--- src/sv/dfupk_pkg.sv ---
package dfupk_pkg;

    localparam logic [31:0] CRC_POLY = 32'hEDB88320;
    localparam logic [31:0] CRC_INIT = 32'hFFFFFFFF;

    localparam int unsigned SUFFIX_LEN  = 12;
    localparam int unsigned TRAILER_LEN = 16;
    localparam int unsigned TRL_CNT_W   = 4;

    // configuration register indexes
    localparam logic REG_SFX_EN  = 1'b0;
    localparam logic REG_PKT_LEN = 1'b1;

    localparam logic        SFX_EN_RST  = 1'b1;
    localparam logic [15:0] PKT_LEN_RST = 16'd2048;

    // one entry of the front-to-back queue
    typedef struct packed {
        logic [7:0]  data;
        logic        pend;
        logic        last;
        logic        trailer;
        logic [31:0] crc;
    } q_entry_t;

    typedef struct packed {
        logic                 busy;
        logic [TRL_CNT_W-1:0] cnt;
        logic                 load;
    } back_status_t;

    function automatic logic [31:0] crc32_byte(input logic [31:0] crc, input logic [7:0] b);
        logic [31:0] c;
        c = crc ^ {24'h000000, b};
        for (int k = 0; k < 8; k++) begin
            c = c[0] ? ((c >> 1) ^ CRC_POLY) : (c >> 1);
        end
        return c;
    endfunction

    // DFU suffix: FF FF FF FF AC 05 00 01 55 46 44 10
    function automatic logic [7:0] suffix_byte(input logic [TRL_CNT_W-1:0] idx);
        logic [7:0] v;
        case (idx)
            4'd0, 4'd1, 4'd2, 4'd3: v = 8'hFF;
            4'd4:    v = 8'hAC;
            4'd5:    v = 8'h05;
            4'd6:    v = 8'h00;
            4'd7:    v = 8'h01;
            4'd8:    v = 8'h55;
            4'd9:    v = 8'h46;
            4'd10:   v = 8'h44;
            4'd11:   v = 8'h10;
            default: v = 8'h00;
        endcase
        return v;
    endfunction

endpackage

--- src/sv/dfupk_front.sv ---
module dfupk_front (
    input  logic               aclk,
    input  logic               aresetn,
    input  logic               sfx_en,
    input  logic [15:0]        pkt_len,
    input  logic               s_valid,
    output logic               s_ready,
    input  logic [7:0]         s_data_byte,
    input  logic               s_final_byte,
    input  logic               q_full,
    output logic               q_push,
    output dfupk_pkg::q_entry_t q_entry
);
    import dfupk_pkg::*;

    logic [31:0] crc_reg, crc_next;
    logic [15:0] bip_reg, bip_next;
    logic [16:0] fill;
    logic [17:0] fill_trl;
    logic        full;
    logic        own;
    logic [31:0] crc_upd;

    assign s_ready = !q_full;
    assign q_push  = s_valid && s_ready;

    always_comb begin
        fill     = {1'b0, bip_reg} + 17'd1;
        fill_trl = {1'b0, fill} + 18'(TRAILER_LEN);
        full     = fill >= {1'b0, pkt_len};
        own      = fill_trl > {2'b00, pkt_len};
        crc_upd  = crc32_byte(crc_reg, s_data_byte);

        q_entry.data    = s_data_byte;
        q_entry.crc     = crc_upd;
        q_entry.trailer = 1'b0;
        q_entry.pend    = full;
        q_entry.last    = 1'b1;
        crc_next        = crc_reg;
        bip_next        = bip_reg;

        if (q_push) begin
            if (!s_final_byte) begin
                crc_next = crc_upd;
                bip_next = full ? 16'd0 : fill[15:0];
            end else begin
                crc_next = CRC_INIT;
                bip_next = 16'd0;
                if (sfx_en) begin
                    q_entry.pend    = own;
                    q_entry.last    = 1'b0;
                    q_entry.trailer = 1'b1;
                end else begin
                    q_entry.pend = 1'b1;
                end
            end
        end
    end

    always_ff @(posedge aclk) begin
        if (!aresetn) begin
            crc_reg <= CRC_INIT;
            bip_reg <= 16'd0;
        end else begin
            crc_reg <= crc_next;
            bip_reg <= bip_next;
        end
    end

endmodule

--- src/sv/dfupk_queue.sv ---
module dfupk_queue #(
    parameter int unsigned DEPTH = 4
) (
    input  logic                       aclk,
    input  logic                       aresetn,
    input  logic                       push,
    input  dfupk_pkg::q_entry_t        wr_entry,
    input  logic                       pop,
    output dfupk_pkg::q_entry_t        head,
    output logic                       full,
    output logic                       empty,
    output logic [$clog2(DEPTH+1)-1:0] count
);
    import dfupk_pkg::*;

    localparam int unsigned PTR_W = $clog2(DEPTH);
    localparam int unsigned CNT_W = $clog2(DEPTH + 1);

    q_entry_t   mem [DEPTH];
    logic [PTR_W-1:0] wr_ptr_reg, wr_ptr_next;
    logic [PTR_W-1:0] rd_ptr_reg, rd_ptr_next;
    logic [CNT_W-1:0] cnt_reg, cnt_next;

    assign full  = cnt_reg == CNT_W'(DEPTH);
    assign empty = cnt_reg == '0;
    assign count = cnt_reg;
    assign head  = mem[rd_ptr_reg];

    always_comb begin
        wr_ptr_next = wr_ptr_reg;
        rd_ptr_next = rd_ptr_reg;
        cnt_next    = cnt_reg;
        if (push) begin
            wr_ptr_next = (wr_ptr_reg == PTR_W'(DEPTH - 1)) ? '0 : wr_ptr_reg + 1'b1;
        end
        if (pop) begin
            rd_ptr_next = (rd_ptr_reg == PTR_W'(DEPTH - 1)) ? '0 : rd_ptr_reg + 1'b1;
        end
        case ({push, pop})
            2'b10:   cnt_next = cnt_reg + 1'b1;
            2'b01:   cnt_next = cnt_reg - 1'b1;
            default: cnt_next = cnt_reg;
        endcase
    end

    always_ff @(posedge aclk) begin
        if (push) begin
            mem[wr_ptr_reg] <= wr_entry;
        end
    end

    always_ff @(posedge aclk) begin
        if (!aresetn) begin
            wr_ptr_reg <= '0;
            rd_ptr_reg <= '0;
            cnt_reg    <= '0;
        end else begin
            wr_ptr_reg <= wr_ptr_next;
            rd_ptr_reg <= rd_ptr_next;
            cnt_reg    <= cnt_next;
        end
    end

endmodule

--- src/sv/dfupk_back.sv ---
module dfupk_back (
    input  logic                    aclk,
    input  logic                    aresetn,
    input  dfupk_pkg::q_entry_t     head,
    input  logic                    q_empty,
    output logic                    q_pop,
    output logic                    m_valid,
    input  logic                    m_ready,
    output logic [7:0]              m_out_byte,
    output logic                    m_packet_end,
    output logic                    m_run_last,
    output dfupk_pkg::back_status_t status
);
    import dfupk_pkg::*;

    logic                 busy_reg, busy_next;
    logic [TRL_CNT_W-1:0] cnt_reg, cnt_next;
    logic [31:0]          crc_reg, crc_next;
    logic                 valid_reg, valid_next;
    logic [7:0]           byte_reg, byte_next;
    logic                 pend_reg, pend_next;
    logic                 last_reg, last_next;
    logic                 load;
    logic [7:0]           sfx;
    logic [TRL_CNT_W-1:0] crc_idx;

    assign load  = !valid_reg || m_ready;
    assign q_pop = load && !busy_reg && !q_empty;

    always_comb begin
        sfx        = suffix_byte(cnt_reg);
        crc_idx    = cnt_reg - TRL_CNT_W'(SUFFIX_LEN);
        busy_next  = busy_reg;
        cnt_next   = cnt_reg;
        crc_next   = crc_reg;
        valid_next = valid_reg;
        byte_next  = byte_reg;
        pend_next  = pend_reg;
        last_next  = last_reg;

        if (load) begin
            if (busy_reg) begin
                valid_next = 1'b1;
                if (cnt_reg < TRL_CNT_W'(SUFFIX_LEN)) begin
                    byte_next = sfx;
                    crc_next  = crc32_byte(crc_reg, sfx);
                end else begin
                    byte_next = crc_reg[{crc_idx[1:0], 3'b000} +: 8];
                end
                pend_next = cnt_reg == TRL_CNT_W'(TRAILER_LEN - 1);
                last_next = cnt_reg == TRL_CNT_W'(TRAILER_LEN - 1);
                cnt_next  = cnt_reg + 1'b1;
                if (cnt_reg == TRL_CNT_W'(TRAILER_LEN - 1)) begin
                    busy_next = 1'b0;
                end
            end else if (!q_empty) begin
                valid_next = 1'b1;
                byte_next  = head.data;
                pend_next  = head.pend;
                last_next  = head.last;
                if (head.trailer) begin
                    busy_next = 1'b1;
                    cnt_next  = '0;
                    crc_next  = head.crc;
                end
            end else begin
                valid_next = 1'b0;
            end
        end
    end

    always_ff @(posedge aclk) begin
        if (!aresetn) begin
            busy_reg  <= 1'b0;
            cnt_reg   <= '0;
            valid_reg <= 1'b0;
        end else begin
            busy_reg  <= busy_next;
            cnt_reg   <= cnt_next;
            valid_reg <= valid_next;
        end
    end

    always_ff @(posedge aclk) begin
        crc_reg  <= crc_next;
        byte_reg <= byte_next;
        pend_reg <= pend_next;
        last_reg <= last_next;
    end

    assign m_valid      = valid_reg;
    assign m_out_byte   = byte_reg;
    assign m_packet_end = pend_reg;
    assign m_run_last   = last_reg;

    assign status.busy = busy_reg;
    assign status.cnt  = cnt_reg;
    assign status.load = load;

endmodule

--- src/sv/dfu_packetizer_crc32_trailer.sv ---
// channel   ports                                        direction
// input     s_valid s_ready s_data_byte s_final_byte     in
// result    m_valid m_ready m_out_byte m_packet_end      out
//           m_run_last
// config    cfg_wr_en cfg_index cfg_wdata                in (write only)
//
// One byte per cycle in and out, unless the queue is full or m_ready is low;
// the output register sets the rate. A final byte in DFU mode gives 17 result
// items; the input keeps filling the QUEUE_DEPTH-entry queue meanwhile.
// From input accept to result, a byte passes the queue memory, then the output register.
// Reset is synchronous, active low: suffix on, packet length 2048, queue empty.
module dfu_packetizer_crc32_trailer #(
    parameter int unsigned QUEUE_DEPTH = 4
) (
    input  logic        aclk,
    input  logic        aresetn,
    input  logic        cfg_wr_en,
    input  logic        cfg_index,
    input  logic [15:0] cfg_wdata,
    input  logic        s_valid,
    output logic        s_ready,
    input  logic [7:0]  s_data_byte,
    input  logic        s_final_byte,
    output logic        m_valid,
    input  logic        m_ready,
    output logic [7:0]  m_out_byte,
    output logic        m_packet_end,
    output logic        m_run_last
);
    import dfupk_pkg::*;

    localparam int unsigned QCNT_W = $clog2(QUEUE_DEPTH + 1);

    logic         sfx_en_reg;
    logic [15:0]  pkt_len_reg;
    logic         q_push, q_pop, q_full, q_empty;
    q_entry_t     q_wr, q_head;
    logic [QCNT_W-1:0] q_count;
    back_status_t bk_status;

    always_ff @(posedge aclk) begin
        if (!aresetn) begin
            sfx_en_reg  <= SFX_EN_RST;
            pkt_len_reg <= PKT_LEN_RST;
        end else if (cfg_wr_en) begin
            case (cfg_index)
                REG_SFX_EN:  sfx_en_reg  <= cfg_wdata[0];
                REG_PKT_LEN: pkt_len_reg <= cfg_wdata;
                default:     sfx_en_reg  <= sfx_en_reg;
            endcase
        end
    end

    dfupk_front u_front (
        .aclk         (aclk),
        .aresetn      (aresetn),
        .sfx_en       (sfx_en_reg),
        .pkt_len      (pkt_len_reg),
        .s_valid      (s_valid),
        .s_ready      (s_ready),
        .s_data_byte  (s_data_byte),
        .s_final_byte (s_final_byte),
        .q_full       (q_full),
        .q_push       (q_push),
        .q_entry      (q_wr)
    );

    dfupk_queue #(
        .DEPTH (QUEUE_DEPTH)
    ) u_queue (
        .aclk     (aclk),
        .aresetn  (aresetn),
        .push     (q_push),
        .wr_entry (q_wr),
        .pop      (q_pop),
        .head     (q_head),
        .full     (q_full),
        .empty    (q_empty),
        .count    (q_count)
    );

    dfupk_back u_back (
        .aclk         (aclk),
        .aresetn      (aresetn),
        .head         (q_head),
        .q_empty      (q_empty),
        .q_pop        (q_pop),
        .m_valid      (m_valid),
        .m_ready      (m_ready),
        .m_out_byte   (m_out_byte),
        .m_packet_end (m_packet_end),
        .m_run_last   (m_run_last),
        .status       (bk_status)
    );

    // a result item that is not the last of its run belongs to a running trailer
    assert property (@(posedge aclk) disable iff (!aresetn)
        m_valid && !m_run_last |-> bk_status.busy)
        else $error("trailer not running under a non-final result item");

    // last trailer byte loaded ends the trailer
    assert property (@(posedge aclk) disable iff (!aresetn)
        bk_status.busy && bk_status.load && bk_status.cnt == TRL_CNT_W'(TRAILER_LEN - 1)
        |=> !bk_status.busy)
        else $error("trailer did not end after sixteen bytes");

    assert property (@(posedge aclk) disable iff (!aresetn)
        q_count <= QCNT_W'(QUEUE_DEPTH))
        else $error("queue count beyond depth");

    // nothing leaves the queue while the trailer is being sent
    assert property (@(posedge aclk) disable iff (!aresetn)
        bk_status.busy |-> !q_pop)
        else $error("queue popped during trailer");

endmodule
--- config.mk ---
export PLATFORM = sky130hd
export DESIGN_NAME = dfu_packetizer_crc32_trailer
export DESIGN_NICKNAME = d
export VERILOG_FILES = /design/src/sv/dfupk_pkg.sv /design/src/sv/dfupk_front.sv /design/src/sv/dfupk_queue.sv /design/src/sv/dfupk_back.sv /design/src/sv/dfu_packetizer_crc32_trailer.sv
export SDC_FILE = /design/constraint.sdc
export NUM_CORES = 1
export LEC_CHECK = 0
export BUFFER_PORTS_ARGS = -buffer_cell sky130_fd_sc_hd__buf_2
export CAP_MARGIN = 10
export CORE_UTILIZATION = 45
export CTS_BUF_LIST = sky130_fd_sc_hd__clkbuf_16
export DETAILED_ROUTE_END_ITERATION = 12
export PLACE_DENSITY_LB_ADDON = 0.1
export SYNTH_ARGS = -nofsm -noshare
export SYNTH_HDL_FRONTEND = slang
export SYNTH_HIERARCHICAL = 1
export SYNTH_SLANG_ARGS = --single-unit
--- constraint.sdc ---
create_clock -name aclk -period 3.3 [get_ports aclk]
set_input_delay 0.165 -clock aclk [delete_from_list [all_inputs] [get_ports aclk]]
set_output_delay 0.165 -clock aclk [all_outputs]
set_load 0.02 [all_outputs]
Word level (Yosys, flattened, before mapping)
Memories as Yosys holds them, arrays and structs flattened. A register that Yosys moved wholly into a read port is not among the register bits.
Index checks and enable logic that the tools add are counted.

word-level totals
  memories = 2
  bits of input ports = 31
  bits in read-only memories = 128
  output and inout bits = 12
  logic and storage cells = 123
  flip-flop bits (word level) = 120
  bits in writable memories = 172

memories
  memory           depth  bits a word  rd ports  clocked after Yosys merged registers in  write ports  line               RTL
  u_queue.mem      4      43           1         1                                        1            dfupk_queue.sv:19  q_entry_t mem [DEPTH];
  (no name shown)  16     8            1         1                                        0            dfupk_pkg.sv:44    case (idx)

cells by class
  $lt $le $gt $ge = 3
  bitwise logic cells = 19
  reduce and logical (&&, ||, !) cells = 16
  muxes and demuxes = 52
  equality and inequality tests = 8
  shift operators = 1
  $add $sub $neg = 8

operator list
  kind                                            number
  two-way mux 32 bit                              21
  inverter 13 -> 14 bit                           16
  bitwise XOR 32 x 8 -> 32 bit                    2
  two-way mux 16 bit                              2
  variable part select 32 x 6 -> 8 bit            1
  two-way mux 8 bit                               3
  two-way mux 4 bit                               5
  adder 17 x 5 -> 18 bit (second input constant)  1
  greater-than comparator 18 x 16 -> 1 bit        1
  adder 16 x 1 -> 17 bit (second input constant)  1
  greater-or-equal comparator 17 x 16 -> 1 bit    1
  two-way mux 1 bit                               13
  two-way mux 2 bit                               5
  == test 2 bit (second input constant)           3
  two-way mux 3 bit                               2
  case mux 3 bit (2 select lines)                 1
  AND reduction 2 bit                             3
  adder 2 x 1 -> 2 bit (second input constant)    2
  adder 4 x 1 -> 4 bit (second input constant)    1
  == test 4 bit (second input constant)           1
  logical NOT 1 bit                               4
  < comparator 4 bit (second input constant)      1
  != test 2 bit (second input constant)           2
  AND reduction 4 bit                             1
  other kinds (11)                                14

Depth between registers and ports, before layout
  depth in word-level cells = 19
  mapped depth = 17

By module
The synthesis kept the hierarchy.

modules (own cells, without submodules)
  module                        seq. area each (sq um)  times used  cells each  area each (sq um)
  dfupk_queue                   5345.1                  1           272         6723.9
  dfupk_front                   960.9                   1           506         4043.9
  dfupk_back                    1501.4                  1           265         3325.7
  dfu_packetizer_crc32_trailer  340.3                   1           78          718.2

Least setup slack after synthesis
Ideal clock, no wire load.

  path kind = reg2reg
  from = register u_front.bip_reg[0]
  to = memory u_queue/mem[0][34] (netlist bit), data pin
  library setup time = 0.271 ns
  arrival = 3.274 ns
  cell stages (with the launch flop) = 17
  clock period less this slack = 3.544 ns
  buffers on the path = 1
  data required time = 3.029 ns
  slack = -0.244 ns
  path through = dfxtp_1 -> ha_1 -> nand3_2 -> buf_4 -> xnor2_1 -> ha_1 -> inv_1 -> a2111oi_4 -> nand2_1 -> xnor2_1 -> ha_1 -> a21oi_1 -> a21boi_0 -> a2111oi_0 -> o211ai_1 -> a21oi_1 -> a21oi_1

RTL lines
  item                      line               RTL
  start: declaration        dfupk_front.sv:17  logic [15:0] bip_reg, bip_next;
  start signal: assignment  dfupk_front.sv:66  bip_reg <= bip_next;
  end: declaration          dfupk_queue.sv:19

Final worst setup path
  from = register u_front.bip_reg[0]
  to = register u_front.bip_reg[12]

on the way
  cells in the longest elaborated chain, start to end = 4

RTL lines
  item                                          line               RTL
  adder 16 x 1 -> 17 bit *                      dfupk_front.sv:28  fill = {1'b0, bip_reg} + 17'd1;
  greater-or-equal comparator 17 x 16 -> 1 bit  dfupk_front.sv:30  full = fill >= {1'b0, pkt_len};
  two-way mux 16 bit *                          dfupk_front.sv:45  bip_next = full ? 16'd0 : fill[15:0];
  two-way mux 16 bit *                          dfupk_front.sv:43  if (!s_final_byte) begin

Mark *: on every way between the ends. The rest lies on a longest branch, timed or not.
A chain may end at the register's enable or synchronous reset.

==> results_dict.tcl <==
set metrics [dict create \
    num_rows 66 \
    nets 1317 \
    dp_hpwl_um 22450 \
    cts_num_sinks 300 \
    cpPeakStageDelay_ns 0.39 \
    mostFrequentLayoutCell "edfxtp_1" \
    routed_wl_um 34140 \
    r2r_cells 15 \
    grt.met2_usage 0.3351 \
    vias 9163 \
    setup_ws_ns -0.01910 \
    hold_start "aresetn" \
    p_per_area_mw_per_mm2 949.4 \
    cp_data_arrival_time_ns 3.74 \
    crit_path_end "u_front/bip_reg[12]" \
    outcome "finished with violations" \
    crit_type "flop to flop" \
    crit_fanout 7 \
    post-place-ws_ns -0.2916 \
    ctsHtreeMaxLevel 2 \
    clk_pin_slew_worst_paths_ns 0.06 \
    design_area_mm2 0.01747 \
    hp-class "input port to flop" \
    max_freq_mhz 301.3 \
    nFillCells 2747 \
    pin_count 43 \
    final_cell_mix "214 x edfxtp_1, 126 x nand2_1, 100 x xnor2_1" \
    largest_reg_flops 172 \
    crit-reg2reg-launch "u_front/bip_reg[0]" \
    drc 0 \
    numPortBuffers 42 \
    top_usage_layer "met2" \
    critPathBufInv 5 \
    die_h_um 183.3 \
    rsz0062_at_grt "yes" \
    cts_buffers 35 \
    grt_pass1_vias 9124 \
    worstPathRequired_ns 3.72 \
    die_area_mm2 0.03361 \
    drive_gt1_frac 0.2709 \
    core_mm2 0.03245 \
    drv_cap 0 \
    area_delta_synth_final_pct 18.08 \
    wl_per_cell_um 19.94 \
    avgViaCountPerCell 5.352 \
    grt_usage 0.2060 \
    cts-root-buf "clkbuf_16" \
    cts_tree "yes" \
    cp_slowest_cell "dfxtp_4" \
    synth_nets 1191 \
    die_w_um 183.3 \
    tns_ns -0.01934 \
    n_antenna_cell 0 \
    synth_warnings 6 \
    worst_setup_path_startpoint "u_front/bip_reg[0]" \
    holdWs_ns 0.04565 \
    finalPower_uw 16590 \
    multi_input_area_mm2 0.006372 \
    post_dp_cell_area_mm2 0.01578 \
    met3_usage 0.03316 \
    p_leak_uw 0.006358 \
    max_slew_margin 0.2789 \
    ff2ff_setup_slack_ns -0.02 \
    cp_cell_sequence "buf_4 -> nand4_4 -> buf_12 -> nor4_4 -> xnor2_1 -> inv_1 -> ha_1 -> a21o_1 -> a21o_1 -> a41oi_2 -> nand3b_1 -> buf_6 -> buf_4 -> or3_1 -> a21oi_2" \
    first_pass_iters 5 \
    cp-start-kind "flop" \
    seqCellArea_mm2 0.008173 \
    cts_max_path_buffers 3 \
    fin_skew_ns 0.01734 \
    drt-initial-drc-count 592 \
    antenna_found_initial 1 \
    timing.rr.end "u_front/bip_reg[12]" \
    synthesis.area_mm2 0.01480 \
    clkLatencyLatePin_ns 0.51 \
    hold_viol_final 0 \
    end_kind "flop" \
    critical_path_depth 15 \
    crit_family "simple AND/OR/NAND/NOR gates" \
    grt_max_degree 61 \
    grt_first_pass_wirelength_um 52730 \
    globalplace.congestion 0.8737 \
    start_util 0.4559 \
    slew_violations 0 \
    period_needed_ns 3.319 \
    overflow 0 \
    drtAntennaViolNets 0 \
    finalSetupViolCount 2 \
    worst_slew_pin_slew_ns 1.079 \
    finalCritPeriodShare 1.006 \
    synth.avg_cell_area_um2 13.22 \
    ir_drop_v 0.0004951 \
    violations "setup timing" \
    syn_inst 1119 \
    grtUsageMet1 0.2894 \
]
==> worst register-to-register path, cell delays in order (launching register included) <==
cell and delay, ns:
dfxtp_4 0.39, buf_4 0.15, nand4_4 0.16, buf_12 0.18, nor4_4 0.27, xnor2_1 0.17
inv_1 0.07, ha_1 0.18, a21o_1 0.17, a21o_1 0.19, a41oi_2 0.18, nand3b_1 0.25
buf_6 0.23, buf_4 0.14, or3_1 0.37, a21oi_2 0.15
==> how the worst min path moves through the flow <==
stage	slack, ns	depth (start not counted)	end
final	0.05	2	u_back/busy_reg
after global routing	0.03	2	u_back/busy_reg
after CTS	0.01	2	u_back/busy_reg
after detailed placement	0.41	3	pkt_len_reg[15]
after global placement	0.41	3	pkt_len_reg[12]
after floorplan	0.28	1	u_back/busy_reg
==> final cells by class <==
type / count / share of cell area
clock buffers: 35 / 0.05013
multi-input cells: 711 / 0.3647
flip-flops and latches: 300 / 0.4678
well taps: 442 / 0.03165
repair buffers: 149 / 0.06624
inverters: 48 / 0.01031
clock inverters: 27 / 0.009166
==> power breakdown <==
part	internal [uW]	switching (uW)	leakage, uW
Combinational	2980	3830	0.00315
Sequential	5830	433	0.00268
Clock	2010	1500	0.000530
Total	10800	5760	0.00636
==> metal layers <==
metal  wire [um]  part of all wire
met5          13           0.00038
met4         669             0.020
met3        1398             0.041
met2       16130              0.47
met1       15930              0.47
==> timing repair <==
action	in CTS	in global routing
buffers inserted	3	13
hold buffers	24	0
setup endpoints to repair	19	19
pin swaps	11	27
cloned	0	1
resized for setup	21	35
endpoints found under the hold margin	49	0
==> stage by stage <==
stage	std cells	utilization
after floorplan	1119	-
after global placement	1609	0.4863
after detailed placement	1609	0.4863
after CTS	1698	0.5293
after global routing	1712	0.5384
final	1712	0.5384
Power figures use the tool's default switching activity.
